===== config.mk =====
export PLATFORM = sky130hd
export DESIGN_NAME = ordered_dither_magnify_unit
export DESIGN_NICKNAME = d
export VERILOG_FILES = /design/src/rtl/core/odm_pkg.sv /design/src/rtl/core/ordered_dither_magnify_unit.sv
export SDC_FILE = /design/constraint.sdc
export NUM_CORES = 1
export LEC_CHECK = 0
export BUFFER_PORTS_ARGS = -buffer_cell sky130_fd_sc_hd__clkbuf_2
export CAP_MARGIN = 25
export CORE_UTILIZATION = 45
export CTS_BUF_LIST = sky130_fd_sc_hd__clkbuf_16
export CTS_CLUSTER_DIAMETER = 200
export DETAILED_ROUTE_END_ITERATION = 10
export HOLD_SLACK_MARGIN = 0.03
export PLACE_DENSITY = 0.6
export SETUP_SLACK_MARGIN = 0.5
export SLEW_MARGIN = 0
export SYNTH_ARGS = -nofsm -noshare
export SYNTH_HDL_FRONTEND = slang
export SYNTH_SLANG_ARGS = --single-unit

===== constraint.sdc =====
create_clock -name clk -period 5.6 [get_ports clk]
set_clock_uncertainty 0.15 [all_clocks]
set_input_delay 1.12 -clock clk [delete_from_list [all_inputs] [get_ports clk]]
set_output_delay 1.12 -clock clk [all_outputs]
set_load 0.03 [all_outputs]

===== src/rtl/core/odm_pkg.sv =====
`timescale 1ns / 1ps

package odm_pkg;

  // Field widths
  localparam int LEVEL_W   = 8;
  localparam int DOT_X_W   = 12;
  localparam int DOT_Y_W   = 16;
  localparam int ROW_W     = 16;
  localparam int ROW_IDX_W = 4;
  localparam int THRESH_W  = 9;
  localparam int SHIFT_W   = 3;

  // Stream widths, padded to whole bytes
  localparam int IN_DATA_W  = 40;
  localparam int OUT_DATA_W = 24;

  // Configuration port
  localparam int CFG_IDX_W  = 2;
  localparam int CFG_DATA_W = 9;

  localparam logic [CFG_IDX_W-1:0] REG_THRESHOLD      = 2'd0;
  localparam logic [CFG_IDX_W-1:0] REG_PATTERN_SELECT = 2'd1;
  localparam logic [CFG_IDX_W-1:0] REG_MAG_SHIFT      = 2'd2;

  localparam logic [THRESH_W-1:0] THRESHOLD_RST = 9'h1FF;
  localparam logic [SHIFT_W-1:0]  MAG_SHIFT_RST = 3'd1;
  localparam logic [SHIFT_W-1:0]  SHIFT_MIN     = 3'd1;
  localparam logic [SHIFT_W-1:0]  SHIFT_MAX     = 3'd4;

  localparam int MAX_MAG_DEF = 16;

  // Pattern tables, indexed {x mod 8, y mod 8}
  localparam logic [7:0] HALFTONE_TBL [0:63] = '{
    8'd6,   8'd7,   8'd8,   8'd9,   8'd10,  8'd11,  8'd12,  8'd13,
    8'd40,  8'd42,  8'd44,  8'd46,  8'd49,  8'd51,  8'd54,  8'd14,
    8'd37,  8'd112, 8'd118, 8'd124, 8'd130, 8'd137, 8'd57,  8'd15,
    8'd36,  8'd106, 8'd208, 8'd219, 8'd230, 8'd145, 8'd60,  8'd16,
    8'd34,  8'd101, 8'd197, 8'd254, 8'd243, 8'd152, 8'd63,  8'd17,
    8'd32,  8'd96,  8'd187, 8'd178, 8'd169, 8'd160, 8'd66,  8'd18,
    8'd30,  8'd91,  8'd86,  8'd82,  8'd78,  8'd74,  8'd70,  8'd19,
    8'd29,  8'd27,  8'd26,  8'd25,  8'd23,  8'd22,  8'd21,  8'd20
  };

  localparam logic [7:0] DITHER_TBL [0:63] = '{
    8'd6,   8'd51,  8'd14,  8'd78,  8'd8,   8'd57,  8'd16,  8'd86,
    8'd118, 8'd22,  8'd178, 8'd34,  8'd130, 8'd25,  8'd197, 8'd37,
    8'd18,  8'd96,  8'd10,  8'd63,  8'd20,  8'd106, 8'd12,  8'd70,
    8'd219, 8'd42,  8'd145, 8'd27,  8'd243, 8'd46,  8'd160, 8'd30,
    8'd9,   8'd60,  8'd17,  8'd91,  8'd7,   8'd54,  8'd15,  8'd82,
    8'd137, 8'd26,  8'd208, 8'd40,  8'd124, 8'd23,  8'd187, 8'd36,
    8'd21,  8'd112, 8'd13,  8'd74,  8'd19,  8'd101, 8'd11,  8'd66,
    8'd254, 8'd49,  8'd169, 8'd32,  8'd230, 8'd44,  8'd152, 8'd29
  };

endpackage


===== src/rtl/core/ordered_dither_magnify_unit.sv =====
`timescale 1ns / 1ps

// Ordered dither with magnification: one grey pixel in, its printer dot rows out.
// Input stream s_*: one pixel per item (level, dot_x, dot_y). Output stream m_*:
// one item per dot row (row_bits, row_index), tlast on the final row of a pixel.
// The user writes configuration through cfg_we/cfg_index/cfg_data only while idle;
// the block does not enforce it. Threshold mode (threshold >= 0) gives one row
// with one dot; pattern mode gives mag rows of mag dots, mag = 2^mag_shift
// clamped to 2..MAX_MAG. The first row of a pixel passes through the held-pixel
// registers and then the output register onto m_*. Throughput: one row per cycle
// while the output is not stalled; the row counter over the held pixel steps
// through its rows. The next pixel is taken in the cycle the last row of the current
// one is loaded, so rows of consecutive pixels leave back to back.
// A stalled output holds its row in the output register; the held pixel then
// waits, and s_tready stays low until its last row can be loaded.
// Reset empties both registers and sets threshold -1 (pattern mode),
// pattern_select 0 (dither) and mag_shift 1.
module ordered_dither_magnify_unit
  import odm_pkg::*;
#(
  parameter int MAX_MAG = MAX_MAG_DEF
) (
  input  logic                  clk,
  input  logic                  rst,
  // configuration write port
  input  logic                  cfg_we,
  input  logic [CFG_IDX_W-1:0]  cfg_index,
  input  logic [CFG_DATA_W-1:0] cfg_data,
  // pixel input
  input  logic                  s_tvalid,
  output logic                  s_tready,
  input  logic [IN_DATA_W-1:0]  s_tdata,   // level[7:0], dot_x[19:8], dot_y[35:20]
  // dot row output
  output logic                  m_tvalid,
  input  logic                  m_tready,
  output logic [OUT_DATA_W-1:0] m_tdata,   // row_bits[15:0], row_index[19:16]
  output logic                  m_tlast    // last_row
);

  localparam int RW        = $clog2(MAX_MAG);
  localparam int MAX_SHIFT = $clog2(MAX_MAG + 1) - 1;

  // Configuration registers
  logic [THRESH_W-1:0] threshold;
  logic                pattern_select;
  logic [SHIFT_W-1:0]  mag_shift;

  // Held pixel
  logic               busy;
  logic [LEVEL_W-1:0] level_q;
  logic [2:0]         dx_q;
  logic [3:0]         dy_q;
  logic [RW-1:0]      my;

  // Row logic
  logic               pattern_mode;
  logic [SHIFT_W-1:0] eff_shift;
  logic [RW-1:0]      mag_m1;
  logic               last_now;
  logic               advance;
  logic               in_accept;
  logic [3:0]         py;
  logic               shift_x;
  logic [ROW_W-1:0]   lane_dot;
  logic [ROW_W-1:0]   row_bits;
  logic [2:0]         px;
  logic [5:0]         tbl_idx;
  logic [7:0]         tval;

  // Write configuration
  always_ff @(posedge clk) begin
    if (rst) begin
      threshold      <= THRESHOLD_RST;
      pattern_select <= 1'b0;
      mag_shift      <= MAG_SHIFT_RST;
    end else if (cfg_we) begin
      case (cfg_index)
        REG_THRESHOLD:      threshold      <= cfg_data[THRESH_W-1:0];
        REG_PATTERN_SELECT: pattern_select <= cfg_data[0];
        REG_MAG_SHIFT:      mag_shift      <= cfg_data[SHIFT_W-1:0];
        default: ;
      endcase
    end
  end

  // Clamp the magnification shift to the supported range
  always_comb begin
    if (mag_shift < SHIFT_MIN) begin
      eff_shift = SHIFT_MIN;
    end else if (mag_shift > SHIFT_MAX) begin
      eff_shift = SHIFT_MAX;
    end else begin
      eff_shift = mag_shift;
    end
    if (eff_shift > SHIFT_W'(MAX_SHIFT)) begin
      eff_shift = SHIFT_W'(MAX_SHIFT);
    end
  end

  assign pattern_mode = threshold[THRESH_W-1];
  assign mag_m1       = RW'((5'd1 << eff_shift) - 5'd1);
  assign last_now     = !pattern_mode || (my == mag_m1);
  assign advance      = busy && (!m_tvalid || m_tready);
  assign s_tready     = !busy || (advance && last_now);
  assign in_accept    = s_tvalid && s_tready;

  // Look up one threshold per dot of the current row
  assign py      = dy_q + 4'(my);
  assign shift_x = pattern_select && py[3];

  always_comb begin
    px       = '0;
    tbl_idx  = '0;
    tval     = '0;
    lane_dot = '0;
    for (int mx = 0; mx < ROW_W; mx++) begin
      px      = dx_q + 3'(mx) + (shift_x ? 3'd4 : 3'd0);
      tbl_idx = {px, py[2:0]};
      tval    = pattern_select ? HALFTONE_TBL[tbl_idx] : DITHER_TBL[tbl_idx];
      lane_dot[mx] = level_q < tval;
    end
  end

  // Place dot mx at bit mag-1-mx, or the single threshold dot at bit 0
  always_comb begin
    row_bits = '0;
    if (!pattern_mode) begin
      row_bits[0] = level_q < threshold[LEVEL_W-1:0];
    end else begin
      for (int s = 1; s <= 4; s++) begin
        if (eff_shift == SHIFT_W'(s)) begin
          for (int b = 0; b < (1 << s); b++) begin
            row_bits[b] = lane_dot[(1 << s) - 1 - b];
          end
        end
      end
    end
  end

  // Hold the pixel and step through its rows
  always_ff @(posedge clk) begin
    if (rst) begin
      busy <= 1'b0;
      my   <= '0;
    end else if (in_accept) begin
      busy <= 1'b1;
      my   <= '0;
    end else if (advance && last_now) begin
      busy <= 1'b0;
    end else if (advance) begin
      my <= my + RW'(1);
    end
  end

  always_ff @(posedge clk) begin
    if (in_accept) begin
      level_q <= s_tdata[7:0];
      dx_q    <= s_tdata[10:8];
      dy_q    <= s_tdata[23:20];
    end
  end

  // Output register
  always_ff @(posedge clk) begin
    if (rst) begin
      m_tvalid <= 1'b0;
    end else if (advance) begin
      m_tvalid <= 1'b1;
    end else if (m_tready) begin
      m_tvalid <= 1'b0;
    end
  end

  always_ff @(posedge clk) begin
    if (advance) begin
      m_tdata <= {4'b0, ROW_IDX_W'(my), row_bits};
      m_tlast <= last_now;
    end
  end

  // A taken pixel starts at row zero
  assert property (@(posedge clk) disable iff (rst)
    in_accept |=> busy && (my == '0))
    else $error("pixel not loaded at row zero");

  // A row that is not the last keeps the pixel and moves to the next row
  assert property (@(posedge clk) disable iff (rst)
    (advance && !last_now) |=> busy && (my == $past(my) + RW'(1)))
    else $error("row counter did not advance");

  // Rows are only loaded while a pixel is held
  assert property (@(posedge clk) disable iff (rst)
    (!busy && !$past(busy)) |-> !$rose(m_tvalid))
    else $error("row produced without a pixel");

endmodule


Word level (Yosys, flattened, before mapping) --
Memories as Yosys holds them, arrays and structs flattened. Cells that the tools add are included. W data, S select, Z words.
Operators by class: add/subtract/negate cells 18, order comparisons 20, equality and inequality tests 7, shifts and indexed selects 1, mux-type cells 53, bitwise operators 9, reduce and logical (&&, ||, !) cells 19
Operators by type and width (number):
- $mux W8 | 42
- $lt A8 B8 Y1 | 9
- $ge A7 B7 Y1 const B | 8
- $not A6 Y7 | 8
- $add A3 B3 Y3 | 8
- $add A3 B3 Y3 const B | 4
- $mux W3 | 4
- $reduce_and A2 Y1 | 5
- $add A3 B2 Y3 const B | 2
- $eq A3 B2 Y1 const B | 2
- $gt A3 B3 Y1 const B | 2
- $mux W1 | 5
- $add A4 B1 Y4 const B | 1
- $add A4 B4 Y4 | 1
- $eq A4 B4 Y1 | 1
- $logic_and A1 B1 Y1 | 4
- $mux W4 | 1
- $reduce_bool A2 Y1 | 2
- $shl A1 B3 Y4 const A | 1
- $sub A4 B1 Y4 const B | 1
- $add A3 B1 Y3 const B | 1
- $eq A3 B1 Y1 const B | 1
- $eq A3 B3 Y1 const B | 1
- $logic_not A1 Y1 | 3
- 8 further kinds | 10
Word-level totals: register bits 55, bits in read-only memories 8192, bits of input ports 56, output and inout bits 27, memories kept 16
Memories:
- (no name shown) | words 64, bits a word 8, read ports 1, clocked after Yosys merged registers in 0, write ports 0, RTL line ordered_dither_magnify_unit.sv:119 | tval = pattern_select ? HALFTONE_TBL[tbl_idx] : DITHER_TBL[tbl_idx];
- (no name shown) | words 64, bits a word 8, read ports 1, clocked after Yosys merged registers in 0, write ports 0, RTL line ordered_dither_magnify_unit.sv:119
- (no name shown) | words 64, bits a word 8, read ports 1, clocked after Yosys merged registers in 0, write ports 0, RTL line ordered_dither_magnify_unit.sv:119
- (no name shown) | words 64, bits a word 8, read ports 1, clocked after Yosys merged registers in 0, write ports 0, RTL line ordered_dither_magnify_unit.sv:119
- (no name shown) | words 64, bits a word 8, read ports 1, clocked after Yosys merged registers in 0, write ports 0, RTL line ordered_dither_magnify_unit.sv:119
- (no name shown) | words 64, bits a word 8, read ports 1, clocked after Yosys merged registers in 0, write ports 0, RTL line ordered_dither_magnify_unit.sv:119
- 10 more memories

Depth between registers and ports, before layout --
Gate-level depths: netlist of the first run.
depth after elaboration 15, mapped depth 23, gate-level depth less buffers 20

Worst setup path before layout of the first run --
Ideal clock, no wire load.
kind register to register, start register dx_q[0], end register m_tdata[0], data pin, library setup time 135 ps, data arrival time 4779 ps, data required time 5315 ps, setup slack 536 ps, stages on the path, launching flop included 21, period minus slack after synthesis 5064 ps, path through edfxtp_1 -> inv_2 -> buf_1 -> clkbuf_1 -> buf_1 -> ha_1 -> clkbuf_1 -> clkbuf_1 -> clkbuf_1 -> buf_1 -> o21ai_0 -> mux4_2 -> ha_1 -> a21o_1 -> a21o_1 -> a211oi_1 -> nand3_1 -> a2bb2oi_1 -> o311ai_0 -> a21oi_1 -> nand3_1
Between the ends: word-level cells in the longest chain between the ends 13, elaborated cells between the ends (all ways) 38, classes of those cells add/sub: 6; order compare: 3; mux: 20; bitwise: 3; memory: 6
RTL lines:
- start: declaration | RTL line ordered_dither_magnify_unit.sv:51 | logic [2:0] dx_q;
- start signal: assignment | RTL line ordered_dither_magnify_unit.sv:158 | dx_q <= s_tdata[10:8];
- $add A3 B1 Y3 | RTL line ordered_dither_magnify_unit.sv:117 | px = dx_q + 3'(mx) + (shift_x ? 3'd4 : 3'd0);
- $add A3 B3 Y3 | RTL line ordered_dither_magnify_unit.sv:117
- $not A6 Y7 (implied by the code) | RTL line ordered_dither_magnify_unit.sv:119
- $mem_v2 Z64 W8
- $mux W8 (3 in a row)
- $lt A8 B8 Y1
- $mux W2 | RTL line ordered_dither_magnify_unit.sv:131 | if (eff_shift == SHIFT_W'(s)) begin
- $mux W4 | RTL line ordered_dither_magnify_unit.sv:131
- $mux W8 | RTL line ordered_dither_magnify_unit.sv:131
- $mux W8 * | RTL line ordered_dither_magnify_unit.sv:131
- $mux W1 * | RTL line ordered_dither_magnify_unit.sv:127 | if (!pattern_mode) begin
- named net row_bits[0] | RTL line ordered_dither_magnify_unit.sv:65 | logic [ROW_W-1:0] row_bits;
- end signal: assignment | RTL line ordered_dither_magnify_unit.sv:176 | m_tdata <= {4'b0, ROW_IDX_W'(my), row_bits};
- end: declaration | RTL line ordered_dither_magnify_unit.sv:36 | output logic [OUT_DATA_W-1:0] m_tdata,
Mark *: on every way through the listed nets, which the timed path passes. The rest lies on a longest branch. The select of a mux whose other input is x is not followed. A chain may end at the register's enable or synchronous reset.

Worst setup path in the final report of the first run --
start register my[0], end register m_tdata[5], data pin
Between the ends: word-level cells in the longest chain between the ends 12, elaborated cells between the ends (all ways) 15, classes of those cells add/sub: 2; order compare: 1; mux: 8; bitwise: 1; reduce/logical: 1; memory: 2
RTL lines:
- start: declaration | RTL line ordered_dither_magnify_unit.sv:53 | logic [RW-1:0] my;
- start signal: assignment | RTL line ordered_dither_magnify_unit.sv:151 | my <= my + RW'(1);
- $add A4 B4 Y4 * | RTL line ordered_dither_magnify_unit.sv:108 | assign py = dy_q + 4'(my);
- $logic_and A1 B1 Y1 | RTL line ordered_dither_magnify_unit.sv:109 | assign shift_x = pattern_select && py[3];
- $mux W3 | RTL line ordered_dither_magnify_unit.sv:117
- $add A3 B3 Y3 | RTL line ordered_dither_magnify_unit.sv:117
- $not A6 Y7 (implied by the code) * | RTL line ordered_dither_magnify_unit.sv:119
- $mem_v2 Z64 W8
- $mux W8 (implied by the code) (2 in a row) | RTL line ordered_dither_magnify_unit.sv:119
- $mux W8 * | RTL line ordered_dither_magnify_unit.sv:119
- $lt A8 B8 Y1 * | RTL line ordered_dither_magnify_unit.sv:120 | lane_dot[mx] = level_q < tval;
- $mux W8 | RTL line ordered_dither_magnify_unit.sv:131
- $mux W8 * | RTL line ordered_dither_magnify_unit.sv:131
Every way passes the cells marked *; elsewhere a longest branch is shown, timed or not. The select of a mux whose other input is x is not followed.

==> metrics.yaml, run 1 <==
status: "finished clean"
grt_overflow: 0
diodes: 0
period_share: 0.8717
vias: 8332
arrival_ns: 4.76
switching_power_w: 0.001072
wire_per_inst_um: 22.48
finalMaxSlewViolations: 0
hpwl_um: 22450
clock_latency_ns: 0.30
antenna_left: 0
tightest_slew_ns: 0.9748
layout-drive-gt1-share: 0.1876
die_w_um: 139.9
cp-start-kind: "flop"
antenna_found_initial: 0
viasPerCell: 6.434
intPower_w: 0.001284
grt_pass1_vias: 7594
power_frac_comb: 0.649
cts-buffers-inserted: 5
maxSlewHeadroom: 0.3473
yosysMostFrequentCell: "nor2_1"
core_um2: 18640
netlist_area_um2: 8556
critPathSlowestCell: "fa_2"
power_density_nw_per_um2: 250.5
clkTransAtPathRegs_ns: 0.07
dr.pass1.iters: 5
synthTopCellsByArea: "mux4_2 13%, edfxtp_1 13%, ha_1 12%, mux2i_1 7.4%, nor2_1 5.3%"
switching_share: 0.4549
hold_buffers: 0
cts_max_level: 2
routed_wl_um: 29110
ys_warn_count: 0
p_clk_frac: 0.144
fp-row-count: 50
placed_area_um2: 9188
die_y_um: 139.9
rsz0062_at_grt: "false"
p_leak_nw: 3.962
synth_commonest_cells: "120 x nor2_1, 108 x nand2_1, 90 x o21ai_0"
cts_tree: "built"
finalHoldViolations: 0
nNetsFinal: 1198
fin_area_um2: 9404
required_ns: 5.48
numClockSinks: 55
min_path_type: "reg2reg"
max_cap_violations: 0
period_minus_slack_ns: 4.882
grtUsageTotal: 0.2982
die_area_um2: 19570
instances_no_fill: 1295
crit_path_end_kind: "flop"
p_seq_frac: 0.208
synthArstFlopShare: 0
syn_to_final_growth_pct: 9.915
finalSetupViolations: 0
crit_path_max_incr_delay_ns: 0.55
finalSetupTns_ns: 0
place_congestion: 1.031
drc_errors: 0
synth_top_area_frac: 0.1342
crit_fanout: 7
clock_path_buffers: 2
portBuffers: 53
netlist_instances: 1041
yosys_register_bits: 55
grt_pass1_wl_um: 44260
drtIter0Drc: 885
synth_cell_types: 77
placed_cells: 1287
yosysSeqAreaShare: 0.1708
peakVddDrop_mv: 0.1336
timing.setup.critical_path_class: "reg2reg"
final_util: 0.5044
path_cells: "ha_1 > fa_2 > inv_2 > ha_2 > inv_1 > mux4_2 > nand2_1 > o21a_1 > nor2_1 > a21oi_1 > o21ai_0 > a21oi_1 > ha_1 > and4_1 > nand4_1 > a221o_1 > and2_1 > nor2b_1"
ioPinCount: 83
synth_flop_cell: "edfxtp_1"
fmax_ghz: 0.2048
start_util: 0.4589
synth_enable_flop_cells: 36
cts_root_buf: "clkbuf_16"
synth.avg_cell_area_um2: 8.219
grt_max_degree: 132
yosysTopAreaCell: "mux4_2"
logic make-up (layout without fill, tap and decap cells):
family	count (synthesis)	in the layout	share of synthesized area
XOR/XNOR	14	14	0.01930
other	1	4	0.0004383
flip-flops	55	55	0.1708
AO/OA/AOI/OAI	321	321	0.2369
buffers and inverters	123	140	0.05894
AND/OR/NAND/NOR	319	319	0.1638
adder cells (fa/ha/maj)	82	82	0.1208
multiplexers	126	126	0.2290
layer usage:
layer,vias up,track usage,routed length (um)
li1,3942,-,-
met1,3923,0.4043,12170
met2,404,0.4589,12900
met3,63,0.05747,2852
met4,0,0.1348,1191
met5,-,0,0
per-stage QoR:
step	setup slack (ns)	hold WS, ns	total power, W
after floorplan	0.5361	0.3013	0.001533
after CTS	0.5678	0.3415	0.002320
final	0.7183	0.3370	0.002356
after global placement	0.5274	0.3169	0.001953
after global routing	0.4921	0.3851	0.002510
after detailed placement	0.4864	0.3233	0.001975
registers in the layout, indices dropped and copies added, names as in the netlist, 3 cells and up:
register   count
mag_shift      3
dy_q           4
my             4
m_tdata       20
dx_q           3
level_q        8
threshold      9
critical path: cells and delay by family (launching register included):
family,cells,cell delay (ns)
and+or+nand+nor,6,0.82
DFF,1,0.41
adders and majority gates,4,1.32
muxes,1,0.49
buffers and inverters,2,0.30
AOI/OAI and AO/OA,5,1.12
cells in the final DEF (no fill, tap or decap), types with 11 or more instances in the layout:
cell        n
nand3_1    15
a21o_1     19
edfxtp_1   36
a211o_1    12
inv_1      26
nand2_1   106
dfxtp_1    17
buf_4      43
a21oi_1    75
clkbuf_2   53
nor2_1    119
nor3_1     17
mux4_2     51
a31oi_1    16
o21ai_0    89
o21a_1     11
nand2b_1   12
mux2i_1    62
ha_1       77
a211oi_1   11
what timing repair did:
action / in CTS / in global routing
pin swaps: 0 / 2
gates cloned: 0 / 0
endpoints found under the setup margin: 4 / 10
hold endpoints to repair: 0 / 0
buffers inserted: 0 / 0
resized for setup: 2 / 16
area by class of cell:
type	instances	area [um2]
fill	1852	9239
multi-input combinational	866	6674
sequential	55	1464
timing repair buffer	101	686.9
tap	234	292.8
clock buffer	6	150.1
inverter	31	121.4
clock inverter	2	15.01
power by group through the flow:
| stage | logic [W] | clock network, W | registers, W |
|---|---|---|---|
| after global placement | 0.00145 | 0 | 0.000499 |
| after global routing | 0.00166 | 0.000359 | 0.000492 |
| after floorplan | 0.00102 | 0 | 0.000512 |
| after CTS | 0.00149 | 0.000346 | 0.000489 |
| final | 0.00153 | 0.000339 | 0.000489 |
| after detailed placement | 0.00148 | 0 | 0.000498 |
final timing paths:
kind / startpoint / cells after the start / slack [ns] / to
hold reg to reg: busy / 2 / 0.34 / m_tvalid
hold / removal: busy / 2 / 0.34 / m_tvalid
setup reg to reg: my[0] / 18 / 0.72 / m_tdata[5]
setup / recovery: my[0] / 18 / 0.72 / m_tdata[5]
Power figures use the tool's default switching activity.
==> inputs of run 2 (changes only) <==
--- a/config.mk
+++ b/config.mk
@@ -5,6 +5,7 @@
 export SDC_FILE = /design/constraint.sdc
 export NUM_CORES = 1
 export LEC_CHECK = 0
+export ABC_AREA = 1
 export BUFFER_PORTS_ARGS = -buffer_cell sky130_fd_sc_hd__clkbuf_2
 export CAP_MARGIN = 25
 export CORE_UTILIZATION = 45
@@ -12,7 +13,7 @@
 export CTS_CLUSTER_DIAMETER = 200
 export DETAILED_ROUTE_END_ITERATION = 10
 export HOLD_SLACK_MARGIN = 0.03
-export PLACE_DENSITY = 0.6
+export PLACE_DENSITY = 0.61
 export SETUP_SLACK_MARGIN = 0.5
 export SLEW_MARGIN = 0
 export SYNTH_ARGS = -nofsm -noshare
==> metrics.yaml, run 2 <==
synth_commonest_cells: "378 x nand2_1, 235 x o21ai_0, 157 x nor2_1"
netlist_instances: 1382  # +33%
power_density_nw_per_um2: 235.0  # -6.2%
diodes: 0  # unchanged
path_buf_inv: 3  # +1
gr-usage-met2: 0.4754  # +0.01649
clock_path_buffers: 2  # unchanged
power_frac_comb: 0.602  # -0.047
cts-buffers-inserted: 5  # unchanged
place_congestion: 1.009  # -2.2%
path_depth: 24  # +6
synth.avg_cell_area_um2: 6.000  # -27%
final_common_cell: "nand2_1"
maxSlewHeadroom: 0.3406  # -0.006696
grt-busiest-layer: "met2"
period_share: 0.8542  # -0.01750
routed_wl_um: 28660  # -1.6%
die_y_um: 137.7  # -1.5%
grt_use_met1: 0.4304  # +0.02610
grtUsageTotal: 0.3056  # +0.007340
crit_fanout: 8  # +1
die_w_um: 137.7  # -1.5%
cp-start-kind: "flop"
cts_tree: "built"
p_seq_frac: 0.236  # +0.028
switching_power_w: 0.001018  # -5.0%
largest_reg_flops: 20  # unchanged
ys_warn_count: 0  # unchanged
fin_area_um2: 8796  # -6.5%
grt_overflow: 0  # unchanged
placed_cells: 1602  # +24%
required_ns: 5.62  # +0.14 ns
clkTransAtPathRegs_ns: 0.07  # about the same
start_util: 0.4600  # +0.001090
largest-register: "m_tdata"
crit_path_end_kind: "flop"
yosys_register_bits: 55  # unchanged
layout_common_cells: "378 x nand2_1, 234 x o21ai_0, 157 x nor2_1"
synth_flop_cell: "edfxtp_1"
dr.pass1.iters: 6  # +1
max_cap_violations: 0  # unchanged
reg_top3: "m_tdata: 20 flops, threshold: 9 flops, level_q: 8 flops"
antenna_found_initial: 0  # unchanged
finalMaxSlewViolations: 0  # unchanged
instances_no_fill: 1613  # +25%
tightest_slew_ns: 0.9880  # +0.01323 ns
arrival_ns: 4.80  # +0.04 ns
fill_cells: 1963  # +6.0%
fmax_ghz: 0.2090  # +2.0%
nNetsFinal: 1521  # +27%
synthTopCellsByArea: "nand2_1 17%, o21ai_0 14%, edfxtp_1 13%, ha_1 12%, nor2_1 7.1%"
crit_path_max_incr_delay_ns: 0.84  # +0.29 ns
yosysSeqAreaShare: 0.1762  # +0.005439
p_clk_frac: 0.161  # +0.017
rr_worst_depth: 24  # +6
finalHoldViolations: 0  # unchanged
grt_max_degree: 66  # -50%
grt_pass1_wl_um: 43670  # -1.3%
synth_top_area_frac: 0.1711  # +0.03687
hpwl_um: 22410  # -0.16%
grt_pass1_vias: 7885  # +3.8%
yosysMostFrequentCell: "nand2_1"
final_util: 0.4880  # -0.01644
core_um2: 18020  # -3.3%
critPathSlowestCell: "fa_1"
die_area_um2: 18970  # -3.0%
finalSetupTns_ns: 0  # unchanged
antenna_left: 0  # unchanged
clock_latency_ns: 0.30  # about the same
layout-drive-gt1-share: 0.08960  # -0.09796
placed_area_um2: 8610  # -6.3%
period_minus_slack_ns: 4.784  # -0.09799 ns
switching_share: 0.4924  # +0.03754
portBuffers: 53  # unchanged
drc_errors: 0  # unchanged
viasPerCell: 5.727  # -11%
netlist_area_um2: 8292  # -3.1%
min_path_type: "reg2reg"
seqCellArea_um2: 1461  # -0.17%
crit_family: "adder cells"
yosysTopAreaCell: "nand2_1"
fp-row-count: 49  # -2.0%
drtIter0Drc: 934  # +5.5%
vias: 9237  # +11%
status: "finished clean"
synthArstFlopShare: 0  # unchanged
cts_max_level: 2  # unchanged
grtUsageMet3: 0.04194  # -0.01552
rrSetupSlack_ns: 0.82  # +0.10 ns
cts_root_buf: "clkbuf_16"
p_leak_nw: 4.275  # +7.9%
ioPinCount: 83  # unchanged
numClockSinks: 55  # unchanged
synth_cell_types: 50  # -35%
crit_top_cell: "nand2_1"
synth_enable_flop_cells: 36  # unchanged
finalSetupViolations: 0  # unchanged
path_cells: "ha_1 > fa_1 > clkinvlp_4 > buf_4 > ha_1 > nor2_1 > nand2_1 > nand2_1 > nand2_1 > o21ai_1 > inv_1 > nand2_1 > o21ai_1 > nor2_1 > nor2_1 > a221oi_1 > ha_1 > a21oi_1 > nand2_1 > nand2_2 > nand3_2 > nand2_1 > nand2_1 > nand2_1"
worst_slack_ns: 0.8162  # +0.09799 ns
multi_input_area_um2: 6050  # -9.4%
timing.setup.critical_path_class: "reg2reg"
peakVddDrop_mv: 0.1539  # +15%
syn_to_final_growth_pct: 6.081
pre_cts_slack_ns: 0.7021  # +0.2157 ns
rsz0062_at_grt: "false"
wire_per_inst_um: 17.77  # -21%
min_path_cells: 2  # unchanged
intPower_w: 0.001049  # -18%
## run 2: cell type report
| class | instances | share of cell area |
|---|---|---|
| multi-input cells | 1135 | 0.6878 |
| flip-flops and latches | 55 | 0.1661 |
| inverters | 115 | 0.04979 |
| repair buffers | 71 | 0.04552 |
| well taps | 229 | 0.03257 |
| clock buffers | 6 | 0.01707 |
| clock inverters | 2 | 0.001138 |
## run 2: through the flow
stage / power [W] / hold WS, ns
6_report: 0.002067 / 0.3443
5_1_grt: 0.002241 / 0.3636
4_1_cts: 0.002041 / 0.3525
3_5_place_dp: 0.001706 / 0.3258
3_3_place_gp: 0.001690 / 0.3249
2_1_floorplan: 0.001380 / 0.3001
## run 2: kinds of logic (layout without fill, tap and decap cells)
kind of cell,Yosys count,count (layout),share of synthesized area
other,1,4,0.0004523
XOR/XNOR,2,2,0.002113
AND/OR/NAND/NOR,648,648,0.3273
AO/OA/AOI/OAI,395,395,0.2678
buffers and inverters,195,194,0.09657
flip-flops,55,55,0.1762
adder cells (fa/ha/maj),82,82,0.1246
multiplexers,4,4,0.004829
## run 2: metal layers
| metal | vias up | share of wire |
|---|---|---|
| li1 | 4663 | - |
| met1 | 4150 | 0.45 |
| met2 | 371 | 0.43 |
| met3 | 53 | 0.079 |
| met4 | 0 | 0.035 |
| met5 | - | 0 |
## run 2: power groups by stage
stage | logic [W] | clock network, W | registers (W)
global route | 0.00140 | 0.000353 | 0.000491
finish | 0.00125 | 0.000334 | 0.000488
detailed placement | 0.00121 | 0 | 0.000497
CTS | 0.00122 | 0.000337 | 0.000488
floorplan | 0.000866 | 0 | 0.000514
global placement | 0.00119 | 0 | 0.000497
## run 2: worst reg2reg max path, cell delays in order, from the launching register on
cell        delay (ns)
edfxtp_1          0.37
ha_1              0.24
fa_1              0.84
clkinvlp_4        0.18
buf_4             0.20
ha_1              0.27
nor2_1            0.18
nand2_1           0.10
nand2_1           0.11
nand2_1           0.10
o21ai_1           0.18
inv_1             0.10
nand2_1           0.06
o21ai_1           0.10
nor2_1            0.13
nor2_1            0.05
a221oi_1          0.27
ha_1              0.31
a21oi_1           0.14
nand2_1           0.18
nand2_2           0.16
nand3_2           0.07
nand2_1           0.09
nand2_1           0.05
nand2_1           0.05
## run 2: what timing repair did
item | in CTS | in global routing
setup buffers | 0 | 3
endpoints found under the setup margin | 0 | 6
endpoints found under the hold margin | 0 | 0
hold buffers | 0 | 0
resized for setup | 0 | 2
## run 2: worst paths after layout
kind,from,endpoint
worst max-delay path,dy_q[0],m_tdata[1]
worst min-delay path,threshold[0],threshold[0]
worst max register to register,dy_q[0],m_tdata[1]
worst min register to register,threshold[0],threshold[0]
==> inputs of run 3 (changes only) <==
--- a/config.mk
+++ b/config.mk
@@ -14,6 +14,7 @@
 export DETAILED_ROUTE_END_ITERATION = 10
 export HOLD_SLACK_MARGIN = 0.03
 export PLACE_DENSITY = 0.61
+export REMOVE_ABC_BUFFERS = 1
 export SETUP_SLACK_MARGIN = 0.5
 export SLEW_MARGIN = 0
 export SYNTH_ARGS = -nofsm -noshare
==> metrics.yaml, run 3 (synthesized netlist as in run 2, its figures left out) <==
rsz0062_at_grt: "false"
tightest_slew_ns: 0.9877  # -0.0003294 ns
grtUsageTotal: 0.3095  # +0.003961
final_common_cell: "nand2_1"
clock_path_buffers: 2  # unchanged
nNetsFinal: 1517  # -0.26%
critPathSlowestCell: "fa_1"
drtIter0Drc: 1114  # +19%
worst_slack_ns: 0.9123  # +0.09605 ns
grt_overflow: 0  # unchanged
pre_cts_slack_ns: 1.037  # +0.3344 ns
crit_path_end_kind: "flop"
layout-drive-gt1-share: 0.08696  # -0.002639
die_w_um: 137.7  # unchanged
power_w: 0.002056  # -0.52%
start_util: 0.4600  # unchanged
numClockSinks: 55  # unchanged
fmax_ghz: 0.2133  # +2.0%
wire_per_inst_um: 18.06  # +1.7%
die_y_um: 137.7  # unchanged
vias: 9355  # +1.3%
reg_top3: "m_tdata: 20 flops, threshold: 9 flops, level_q: 8 flops"
grt_pass1_vias: 7844  # -0.52%
die_area_um2: 18970  # unchanged
cts_resized: 0  # unchanged
cts_root_buf: "clkbuf_16"
path_buf_inv: 2  # -1
required_ns: 5.62  # about the same
min_path_type: "reg2reg"
diodes: 0  # unchanged
cts_tree: "built"
routed_wl_um: 29060  # +1.4%
largest-register: "m_tdata"
fp-row-count: 49  # unchanged
arrival_ns: 4.71  # -0.09 ns
timing.setup.critical_path_class: "reg2reg"
layout_common_cells: "378 x nand2_1, 235 x o21ai_0, 157 x nor2_1"
fill_cells: 1952  # -0.56%
drc_errors: 0  # unchanged
crit_top_cell: "nand2_1"
cts-buffers-inserted: 5  # unchanged
p_leak_nw: 4.254  # -0.50%
grt_max_degree: 66  # unchanged
hpwl_um: 22830  # +1.9%
place_congestion: 0.9724  # -3.6%
path_cells: "ha_1 > fa_1 > inv_1 > ha_1 > nor2_1 > nand2_1 > nand2_1 > nand2_1 > o21ai_1 > inv_1 > nand2_1 > o21ai_1 > nor2_1 > nor2_1 > a221oi_1 > ha_1 > a21oi_1 > nand2_1 > nand2_2 > nand3_2 > nand2_1 > nand2_1 > nand2_1"
crit_path_max_incr_delay_ns: 0.71  # -0.13 ns
antenna_found_initial: 0  # unchanged
ioPinCount: 83  # unchanged
crit_fanout: 5  # -3
clkTransAtPathRegs_ns: 0.08  # about the same
clock_latency_ns: 0.30  # about the same
core_um2: 18020  # unchanged
max_cap_violations: 0  # unchanged
finalMaxSlewViolations: 0  # unchanged
finalSetupViolations: 0  # unchanged
crit_family: "adder cells"
post_cts_buffers: 0  # unchanged
cts_max_level: 2  # unchanged
antenna_left: 0  # unchanged
grt_pass1_wl_um: 44130  # +1.0%
status: "finished clean"
viasPerCell: 5.814  # +1.5%
power_density_nw_per_um2: 234.8  # -0.11%
period_share: 0.8371  # -0.01715
dr.pass1.iters: 5  # -1
syn_to_final_growth_pct: 5.644
portBuffers: 53  # unchanged
multi_input_area_um2: 6050  # unchanged
maxSlewHeadroom: 0.3379  # -0.002643
hold_buffers: 0  # unchanged
finalHoldViolations: 0  # unchanged
largest_reg_flops: 20  # unchanged
cp-start-kind: "flop"
seqCellArea_um2: 1461  # unchanged
peakVddDrop_mv: 0.1453  # -5.6%
final_util: 0.4860  # -0.002013
period_minus_slack_ns: 4.688  # -0.09605 ns
## run 3: cell types whose count changed in the layout (fill, tap and decap cells not counted), sizes merged
cell,change
clkbuf,-1
clkinv,+2
clkinvlp,-1
buf,-4
## run 3: stage by stage
step	std cells	TNS (ns)	area [um2]	hold WS, ns
2_1_floorplan	1305	-7.244	7936	0.3001
3_3_place_gp	1600	0	8594	0.3123
3_5_place_dp	1601	0	8606	0.3223
4_1_cts	1609	0	8760	0.3346
5_1_grt	1609	0	8760	0.3465
6_report	1609	0	8760	0.3386
## run 3: worst paths after layout
check                      to  startpoint  depth (start not counted)  slack [ns]
setup / recovery   m_tdata[1]     dy_q[0]                         23        0.91
hold / removal    m_tdata[19]       my[3]                          0        0.34
setup reg to reg   m_tdata[1]     dy_q[0]                         23        0.91
hold reg to reg   m_tdata[19]       my[3]                          0        0.34
## run 3: per-layer routing
layer / part of all wire / routed length [um] / GRT usage
met5: 0 / 0 / 0
met4: 0.038 / 1107 / 0.1135
met3: 0.097 / 2822 / 0.06218
met2: 0.41 / 12000 / 0.4520
met1: 0.45 / 13140 / 0.4436
## run 3: cell type report
cell class	instances	share of cell area
Clock buffer	5	0.01428
Clock inverter	3	0.003285
Inverter	115	0.04956
Multi-Input combinational cell	1135	0.6906
Sequential cell	55	0.1668
Tap cell	229	0.03271
Timing Repair Buffer	67	0.04271
## run 3: power breakdown
part	total, W	switching, W	internal [W]
Sequential	0.000491	0.0000275	0.000464
Combinational	0.00124	0.000849	0.000392
Clock	0.000325	0.000154	0.000171
